--- config.mk ---
export PLATFORM = sky130hd
export DESIGN_NAME = reorder_queue_window_edge
export DESIGN_NICKNAME = d
export VERILOG_FILES = /design/src/rtl/rqwe_pkg.sv /design/src/rtl/reorder_queue_window_edge.sv /design/src/rtl/rqwe_cell.sv /design/src/rtl/rqwe_chain.sv
export SDC_FILE = /design/constraint.sdc
export NUM_CORES = 2
export LEC_CHECK = 0
export BUFFER_PORTS_ARGS = -buffer_cell sky130_fd_sc_hd__buf_4
export CAP_MARGIN = 30
export CORE_MARGIN = 8
export CORE_UTILIZATION = 30
export CTS_BUF_LIST = sky130_fd_sc_hd__clkbuf_4 sky130_fd_sc_hd__clkbuf_8
export DETAILED_ROUTE_END_ITERATION = 7
export SLEW_MARGIN = 40
export SYNTH_ARGS = -nofsm -noshare
export SYNTH_HDL_FRONTEND = slang
export SYNTH_HIERARCHICAL = 1
export SYNTH_SLANG_ARGS = --single-unit
--- constraint.sdc ---
create_clock -name aclk -period 15.3 [get_ports aclk]
set_input_delay 1.53 -clock aclk [delete_from_list [all_inputs] [get_ports aclk]]
set_output_delay 1.53 -clock aclk [all_outputs]
set_load 0.01 [all_outputs]
--- src/rtl/rqwe_pkg.sv ---
package rqwe_pkg;

    localparam int DEPTH  = 16;
    localparam int SEQ_W  = 32;
    localparam int IDX_W  = $clog2(DEPTH);
    localparam int CNT_W  = $clog2(DEPTH + 1);
    localparam int OCC_W  = 5;
    localparam int FUNC_W = 2;
    localparam int STAT_W = 2;
    localparam int S_DATA_W = ((SEQ_W + 7) / 8) * 8;
    localparam int M_DATA_W = ((SEQ_W + OCC_W + 7) / 8) * 8;

    typedef enum logic [FUNC_W-1:0] {
        FUNC_INSERT     = 2'd0,
        FUNC_ADVANCE    = 2'd1,
        FUNC_CLEAR      = 2'd2,
        FUNC_RESET_EDGE = 2'd3
    } func_t;

    typedef enum logic [STAT_W-1:0] {
        STAT_OK   = 2'd0,
        STAT_DUP  = 2'd1,
        STAT_FULL = 2'd2
    } status_t;

    typedef enum logic [1:0] {
        ST_IDLE,
        ST_WALK,
        ST_FINISH
    } state_t;

    typedef enum logic [1:0] {
        CELL_HOLD,
        CELL_INSERT,
        CELL_ROTATE
    } cell_op_t;

    typedef struct packed {
        cell_op_t           op;
        logic [SEQ_W-1:0]   key;
    } cell_ctrl_t;

endpackage

--- src/rtl/reorder_queue_window_edge.sv ---
// Channel  Direction  Handshake                 Payload
// s_       in         s_tvalid / s_tready       s_tuser = func, s_tdata = seq_num
// m_       out        m_tvalid / m_tready       m_tuser = status, m_tdata = left_edge, occupancy
// cfg_     in         cfg_valid / cfg_ready     cfg_data = max_gap
//
// Insert, clear and reset-edge results are in the output register on the cycle
// after the item is taken.
// Advance edge rotates the cell ring once around, examining the head cell at each
// step, then posts the result from the finish state once the output register is free.
// One item is in work at a time; s_tready also waits for the output register to
// be free, so a stalled m_ side holds the input side.
// aresetn clears the count, the edge, max_gap and the output valid; cell contents
// are not reset and are only read below the count.
module reorder_queue_window_edge (
    input  logic                          aclk,
    input  logic                          aresetn,
    input  logic                          s_tvalid,
    output logic                          s_tready,
    input  logic [rqwe_pkg::S_DATA_W-1:0] s_tdata,  // [31:0] seq_num
    input  logic [rqwe_pkg::FUNC_W-1:0]   s_tuser,  // [1:0] func
    output logic                          m_tvalid,
    input  logic                          m_tready,
    output logic [rqwe_pkg::M_DATA_W-1:0] m_tdata,  // [31:0] left_edge, [36:32] occupancy
    output logic [rqwe_pkg::STAT_W-1:0]   m_tuser,  // [1:0] status
    input  logic                          cfg_valid,
    output logic                          cfg_ready,
    input  logic [rqwe_pkg::SEQ_W-1:0]    cfg_data
);

    rqwe_pkg::state_t           state_reg, state_next;
    logic [rqwe_pkg::IDX_W-1:0] step_reg, step_next;
    logic [rqwe_pkg::CNT_W-1:0] count_reg, count_next;
    logic [rqwe_pkg::SEQ_W-1:0] edge_reg, edge_next;
    logic [rqwe_pkg::SEQ_W-1:0] max_gap_reg;

    logic                       m_valid_reg, m_valid_next;
    rqwe_pkg::status_t          m_status_reg, m_status_next;
    logic [rqwe_pkg::SEQ_W-1:0] m_edge_reg, m_edge_next;
    logic [rqwe_pkg::OCC_W-1:0] m_occ_reg, m_occ_next;

    rqwe_pkg::cell_ctrl_t       ctrl;
    logic [rqwe_pkg::SEQ_W-1:0] head;
    logic                       dup;
    logic                       out_free;
    logic                       accept;
    logic                       load;
    rqwe_pkg::func_t            func;
    logic [rqwe_pkg::SEQ_W-1:0] limit;

    assign out_free  = !m_valid_reg || m_tready;
    assign s_tready  = (state_reg == rqwe_pkg::ST_IDLE) && out_free;
    assign accept    = s_tvalid && s_tready;
    assign func      = rqwe_pkg::func_t'(s_tuser);
    assign cfg_ready = 1'b1;
    assign limit     = edge_reg + rqwe_pkg::SEQ_W'(1) + max_gap_reg;

    rqwe_chain u_chain (
        .aclk  (aclk),
        .ctrl  (ctrl),
        .count (count_reg),
        .head  (head),
        .dup   (dup)
    );

    always_comb begin
        state_next = state_reg;
        case (state_reg)
            rqwe_pkg::ST_IDLE: begin
                if (accept && func == rqwe_pkg::FUNC_ADVANCE) begin
                    state_next = rqwe_pkg::ST_WALK;
                end
            end
            rqwe_pkg::ST_WALK: begin
                if (step_reg == rqwe_pkg::IDX_W'(rqwe_pkg::DEPTH - 1)) begin
                    state_next = rqwe_pkg::ST_FINISH;
                end
            end
            rqwe_pkg::ST_FINISH: begin
                if (out_free) begin
                    state_next = rqwe_pkg::ST_IDLE;
                end
            end
            default: begin
                state_next = rqwe_pkg::ST_IDLE;
            end
        endcase
    end

    always_comb begin
        ctrl.op       = rqwe_pkg::CELL_HOLD;
        ctrl.key      = s_tdata[rqwe_pkg::SEQ_W-1:0];
        step_next     = step_reg;
        count_next    = count_reg;
        edge_next     = edge_reg;
        load          = 1'b0;
        m_status_next = rqwe_pkg::STAT_OK;
        case (state_reg)
            rqwe_pkg::ST_IDLE: begin
                if (accept) begin
                    load = 1'b1;
                    case (func)
                        rqwe_pkg::FUNC_INSERT: begin
                            if (dup) begin
                                m_status_next = rqwe_pkg::STAT_DUP;
                            end else if (count_reg == rqwe_pkg::CNT_W'(rqwe_pkg::DEPTH)) begin
                                m_status_next = rqwe_pkg::STAT_FULL;
                            end else begin
                                ctrl.op    = rqwe_pkg::CELL_INSERT;
                                count_next = count_reg + rqwe_pkg::CNT_W'(1);
                            end
                        end
                        rqwe_pkg::FUNC_ADVANCE: begin
                            load      = 1'b0;
                            step_next = '0;
                        end
                        rqwe_pkg::FUNC_CLEAR: begin
                            count_next = '0;
                        end
                        default: begin
                            edge_next = '0;
                        end
                    endcase
                end
            end
            rqwe_pkg::ST_WALK: begin
                // entries pass the head in ascending order, one per cycle
                ctrl.op   = rqwe_pkg::CELL_ROTATE;
                step_next = step_reg + rqwe_pkg::IDX_W'(1);
                if (rqwe_pkg::CNT_W'(step_reg) < count_reg && limit >= head) begin
                    edge_next = head;
                end
            end
            rqwe_pkg::ST_FINISH: begin
                load = out_free;
            end
            default: begin
                load = 1'b0;
            end
        endcase
    end

    always_comb begin
        m_valid_next = m_valid_reg;
        m_edge_next  = m_edge_reg;
        m_occ_next   = m_occ_reg;
        if (load) begin
            m_valid_next = 1'b1;
            m_edge_next  = edge_next;
            m_occ_next   = rqwe_pkg::OCC_W'(count_next);
        end else if (m_tready) begin
            m_valid_next = 1'b0;
        end
    end

    always_ff @(posedge aclk) begin
        if (!aresetn) begin
            state_reg   <= rqwe_pkg::ST_IDLE;
            step_reg    <= '0;
            count_reg   <= '0;
            edge_reg    <= '0;
            max_gap_reg <= '0;
            m_valid_reg <= 1'b0;
        end else begin
            state_reg   <= state_next;
            step_reg    <= step_next;
            count_reg   <= count_next;
            edge_reg    <= edge_next;
            m_valid_reg <= m_valid_next;
            if (cfg_valid && cfg_ready) begin
                max_gap_reg <= cfg_data;
            end
        end
    end

    always_ff @(posedge aclk) begin
        if (load) begin
            m_status_reg <= m_status_next;
        end
        m_edge_reg <= m_edge_next;
        m_occ_reg  <= m_occ_next;
    end

    assign m_tvalid = m_valid_reg;
    assign m_tuser  = m_status_reg;
    assign m_tdata  = {{(rqwe_pkg::M_DATA_W - rqwe_pkg::SEQ_W - rqwe_pkg::OCC_W){1'b0}},
                       m_occ_reg, m_edge_reg};

endmodule

--- src/rtl/rqwe_cell.sv ---
module rqwe_cell (
    input  logic                      aclk,
    input  rqwe_pkg::cell_ctrl_t      ctrl,
    input  logic                      occ,
    input  logic [rqwe_pkg::SEQ_W-1:0] left_val,
    input  logic                      left_gt,
    input  logic [rqwe_pkg::SEQ_W-1:0] right_val,
    output logic [rqwe_pkg::SEQ_W-1:0] val,
    output logic                      gt,
    output logic                      eq
);

    logic [rqwe_pkg::SEQ_W-1:0] val_reg;
    logic [rqwe_pkg::SEQ_W-1:0] val_next;

    always_comb begin
        gt = occ && (val_reg > ctrl.key);
        eq = occ && (val_reg == ctrl.key);
    end

    always_comb begin
        val_next = val_reg;
        case (ctrl.op)
            rqwe_pkg::CELL_INSERT: begin
                // shift right once the left neighbor is above the key
                if (left_gt) begin
                    val_next = left_val;
                end else if (gt || !occ) begin
                    val_next = ctrl.key;
                end
            end
            rqwe_pkg::CELL_ROTATE: begin
                val_next = right_val;
            end
            default: begin
                val_next = val_reg;
            end
        endcase
    end

    always_ff @(posedge aclk) begin
        val_reg <= val_next;
    end

    assign val = val_reg;

endmodule

--- src/rtl/rqwe_chain.sv ---
module rqwe_chain (
    input  logic                       aclk,
    input  rqwe_pkg::cell_ctrl_t       ctrl,
    input  logic [rqwe_pkg::CNT_W-1:0] count,
    output logic [rqwe_pkg::SEQ_W-1:0] head,
    output logic                       dup
);

    logic [rqwe_pkg::SEQ_W-1:0] val [rqwe_pkg::DEPTH];
    logic [rqwe_pkg::DEPTH-1:0] gt;
    logic [rqwe_pkg::DEPTH-1:0] eq;
    logic [rqwe_pkg::DEPTH-1:0] occ;

    for (genvar i = 0; i < rqwe_pkg::DEPTH; i++) begin : g_cell
        logic [rqwe_pkg::SEQ_W-1:0] left_val;
        logic                       left_gt;
        logic [rqwe_pkg::SEQ_W-1:0] right_val;

        assign occ[i] = rqwe_pkg::CNT_W'(i) < count;

        if (i == 0) begin : g_first
            assign left_val = '0;
            assign left_gt  = 1'b0;
        end else begin : g_inner
            assign left_val = val[i-1];
            assign left_gt  = gt[i-1];
        end

        // the last cell closes the ring for the edge walk
        if (i == rqwe_pkg::DEPTH - 1) begin : g_last
            assign right_val = val[0];
        end else begin : g_mid
            assign right_val = val[i+1];
        end

        rqwe_cell u_cell (
            .aclk      (aclk),
            .ctrl      (ctrl),
            .occ       (occ[i]),
            .left_val  (left_val),
            .left_gt   (left_gt),
            .right_val (right_val),
            .val       (val[i]),
            .gt        (gt[i]),
            .eq        (eq[i])
        );
    end

    assign head = val[0];
    assign dup  = |eq;

endmodule

**After elaboration in Yosys (flattened, before gate mapping)**

Cells that the tools add are included.

- Register bits after elaboration: 627
- Input port bits: 71
- Output and inout port bits: 45
- Logic and storage cells: 284

- $add $sub $neg: 4
- $lt $le $gt $ge: 34
- Equal/unequal tests: 45
- Muxes and demuxes: 75
- Bitwise gates (word level): 3
- Reductions and logical operators: 97

Operators by type and width:

| operator | number |
|---|---|
| 32-bit 2-to-1 mux | 34 |
| 32-bit one-hot mux with 2 select lines | 17 |
| 32-bit == test | 16 |
| 32-bit greater-than comparator | 16 |
| 3-bit inequality test, second input constant | 15 |
| 4-bit by 5-bit < comparator with 1-bit output, first input constant | 8 |
| 1-bit logical AND | 36 |
| 32-bit by 1-bit adder with 32-bit output, second input constant | 1 |
| 32-bit adder | 1 |
| 32-bit greater-or-equal comparator | 1 |
| 2-bit AND reduction | 16 |
| 3-bit by 5-bit < comparator with 1-bit output, first input constant | 4 |
| 5-bit 2-to-1 mux | 4 |
| 19-bit OR reduction | 1 |
| 1-bit logical NOT | 17 |
| 1-bit logical OR | 17 |
| 16-bit OR reduction | 1 |
| 1-bit by 5-bit < comparator with 1-bit output, first input constant | 2 |
| 2-bit by 5-bit < comparator with 1-bit output, first input constant | 2 |
| 5-bit one-hot mux with 2 select lines | 1 |
| 1-bit 2-to-1 mux | 9 |
| 3-bit AND reduction | 3 |
| 2-bit 2-to-1 mux | 4 |
| 4-bit 2-to-1 mux | 2 |
| 17 further kinds | 30 |

**Longest topological paths before layout**

- Depth in word-level cells: 10
- Mapped depth: 23
- Depth with buffers taken out: 20

**Modules after synthesis**

The synthesis kept the hierarchy.

By module, submodules not included:

| module | times used | cells each | area an instance (µm²) | seq. area each (µm²) |
|---|---|---|---|---|
| rqwe_cell | 16 | 262 | 2528.7 | 960.9 |
| reorder_queue_window_edge | 1 | 817 | 7131.8 | 2692.6 |
| rqwe_chain | 1 | 33 | 191.4 | 0.0 |

**Least setup slack after synthesis**

OpenSTA, ideal clock, no wires.

- Path kind: input to register
- Start point: in s_tdata[25] in the netlist's numbering
- End point: reg u_chain.g_cell[0].u_cell.val_reg, in the netlist u_chain/g_cell[0].u_cell/val[0], enable pin
- Library setup time: 0.432 ns
- Data arrival time: 9.910 ns
- Data required time: 14.868 ns
- Path slack: 4.958 ns
- Cell stages on the path: 13
- Buffers on the path: 1
- Cells stage by stage: inv_1 > ha_1 > nand4_1 > nor4_4 > nand3_1 > nor2_1 > nor4_1 > nand4_1 > clkbuf_1 > nor4_1 > and2b_1 > o22ai_2 > a21oi_1

RTL lines:

| element | RTL line | RTL |
|---|---|---|
| from (decl) | reorder_queue_window_edge.sv:19 | `input logic [rqwe_pkg::S_DATA_W-1:0] s_tdata,` |
| to (signal assigned) | rqwe_cell.sv:42 | `val_reg <= val_next;` |
| to (decl) | rqwe_cell.sv:13 | `logic [rqwe_pkg::SEQ_W-1:0] val_reg;` |

==> flow_summary.json <==
{
  "start_util_pct": 30.2,
  "first_global_vias": 39300,
  "slew_viol_final": 0,
  "cts_sinks": 627,
  "crit_buf_inv": 6,
  "fill_cells": 16300,
  "dr.pass1.iters": 7,
  "core-area_um2": 158000,
  "final_layout_size_suffix_gt1_share_pct": 11.2,
  "synth_area_per_cell_um2": 9.48,
  "yosysWarnings": 6,
  "fin_nets": 5788,
  "dieHeight_um": 415,
  "vias": 38800,
  "antenna_found_initial": 5,
  "max_freq_mhz": 150,
  "netSwitchingFraction_pct": 30.4,
  "numCtsBuffers": 108,
  "setup-violations-final": 0,
  "fin_skew_ps": 56.7,
  "first_iter_violations": 3940,
  "power.density_nw_per_um2": 86.4,
  "cts.root.buffer_cell": "clkbuf_8",
  "cp_top_family": "simple AND/OR/NAND/NOR gates",
  "wl_per_cell_um": 21.7,
  "combPwrFrac_pct": 16.5,
  "hold_viol_final": 0,
  "port_buffers": 111,
  "fin_setup_tns_ps": 0,
  "criticalPathCategory": "in2reg",
  "hp-class": "reg2reg",
  "grt_pass1_wl_um": 236000,
  "cap_violations": 0,
  "drc": 0,
  "pre_cts_ws_ps": 7860,
  "cts_tree": "done",
  "fin_util_pct": 33.8,
  "outcome": "finished, final reports clean",
  "cp-start-kind": "input pin",
  "wl_um": 158000,
  "synthCells": 5039,
  "path_max_fanout": 66,
  "worst_pin_slew_ps": 810,
  "crit_path_end_kind": "flip-flop",
  "cp.required_ps": 15870,
  "dpl.hpwl_um": 114000,
  "p_seq_share_pct": 46.3,
  "die_area_um2": 172000,
  "core.rowCount": 146,
  "die_w_um": 415,
  "period_share_pct": 43.5,
  "track_usage_pct": 17.4,
  "critPathMaxStageDelay_ps": 730,
  "crit_slowest_cell": "nand4_1",
  "p_int_mw": 3.22,
  "worst_slack_ps": 8640,
  "p_leak_nw": 20.9,
  "post_cts_buffers": 0,
  "finalPower_mw": 4.63,
  "period_minus_slack_ps": 6660,
  "largest_register_ffs": 512,
  "insertion_delay_ps": 830,
  "whs_ps": 489,
  "vias_per_cell": 5.31,
  "cts_buffer_depth": 3,
  "routabilityCongestion": 0.898,
  "ir_drop_mv": 0.0685,
  "slew_headroom_pct": 45.6,
  "cts-hold-fix-buffers": 0,
  "crit_arrival_ps": 7230,
  "synthesis.area_um2": 47800,
  "grt_max_degree": 109,
  "area_delta_synth_final_pct": 12.1,
  "final_antenna_net_count": 0,
  "clk_pin_slew_worst_paths_ps": 60,
  "cts_resized": 0,
  "cp_common_cell": "buf_4",
  "cts_max_level": 3,
  "ios": 116,
  "grt_overflow": 0,
  "rsz0062_at_grt": "false",
  "p_clk_share_pct": 37.2,
  "switching_power_mw": 1.41,
  "path_cells": "buf_4 > buf_4 > inv_1 > ha_1 > and4_1 > nand3_1 > nor2_1 > nor4_1 > nand4_1 > nor4_2 > buf_4 > nor2b_4 > buf_4 > or3_2 > nor3_2 > a21oi_4 > buf_8"
}
path summary, 6_finish.rpt:
check                                              from                                   endpoint  slack (ps)  depth (start not counted)
max                                          s_tdata[3]  u_chain/g_cell[7].u_cell/val[4]$_DFFE_PP_        8640                         17
max reg2reg  u_chain/g_cell[0].u_cell/val[20]$_DFFE_PP_  u_chain/g_cell[7].u_cell/val[4]$_DFFE_PP_        9300                         15
min                             edge_reg[15]$_SDFF_PN0_                    edge_reg[15]$_SDFF_PN0_         490                          2
min reg2reg                     edge_reg[15]$_SDFF_PN0_                    edge_reg[15]$_SDFF_PN0_         490                          2
metrics by stage:
step	std cells	cell area, um2
after floorplan	5073	47900
final	7305	53500
after global placement	7084	50900
after global routing	7303	53500
after CTS	7299	53500
after detailed placement	7096	51200
layout by cell type (no fill, tap or decap), types with 18 or more instances in the layout:
cell type,count
nand4_1,75
xnor2_1,18
dfxtp_1,75
nor2b_1,56
a21oi_4,22
ha_1,581
clkbuf_8,112
edfxtp_1,551
o211ai_1,19
nor4_2,18
nor3_1,23
clkinv_1,27
inv_1,576
buf_4,165
nor2_1,95
conb_1,37
o21a_1,22
clkbuf_4,28
o21ai_1,20
a21oi_1,249
a21o_1,46
mux2i_1,544
o21ai_0,628
nand3_1,128
nor3_2,19
nand4_2,49
nand2_1,728
worst register-to-register path: stages (launching register included):
cell	delay (ps)
edfxtp_1	790
ha_1	370
nand4_1	200
nor4_4	80
nand3_1	140
nor2_1	160
nor4_1	500
nand4_1	730
nor4_2	430
buf_4	660
nor2b_4	120
buf_4	320
or3_2	560
nor3_2	210
a21oi_4	210
buf_8	280
area by class of cell:
class,instances,area [um2],area share (%)
timing repair buffer,179,1480,2.77
sequential,627,18100,33.7
tap,2072,2590,4.84
antenna,5,12.5,0.0234
inverter,576,2160,4.04
multi-input combinational,3643,26900,50.2
clock inverter,63,597,1.11
clock buffer,140,1750,3.27
power groups by stage:
stage / logic (mW) / clock network [mW] / registers [mW]
finish: 0.762 / 1.72 / 2.14
floorplan: 0.501 / 0 / 2.10
global placement: 0.699 / 0 / 2.18
detailed placement: 0.744 / 0 / 2.18
global route: 0.845 / 1.82 / 2.15
CTS: 0.749 / 1.76 / 2.14
layer usage:
| metal | vias to the layer above | track usage, % | part of all wire [%] |
|---|---|---|---|
| met5 | - | 0 | 0.0082 |
| met3 | 375 | 3.43 | 7.0 |
| met1 | 18700 | 20.3 | 39 |
| met4 | 2 | 7.35 | 4.1 |
| met2 | 1440 | 31.1 | 50 |
| li1 | 18200 | - | - |
Power figures use the tool's default switching activity.
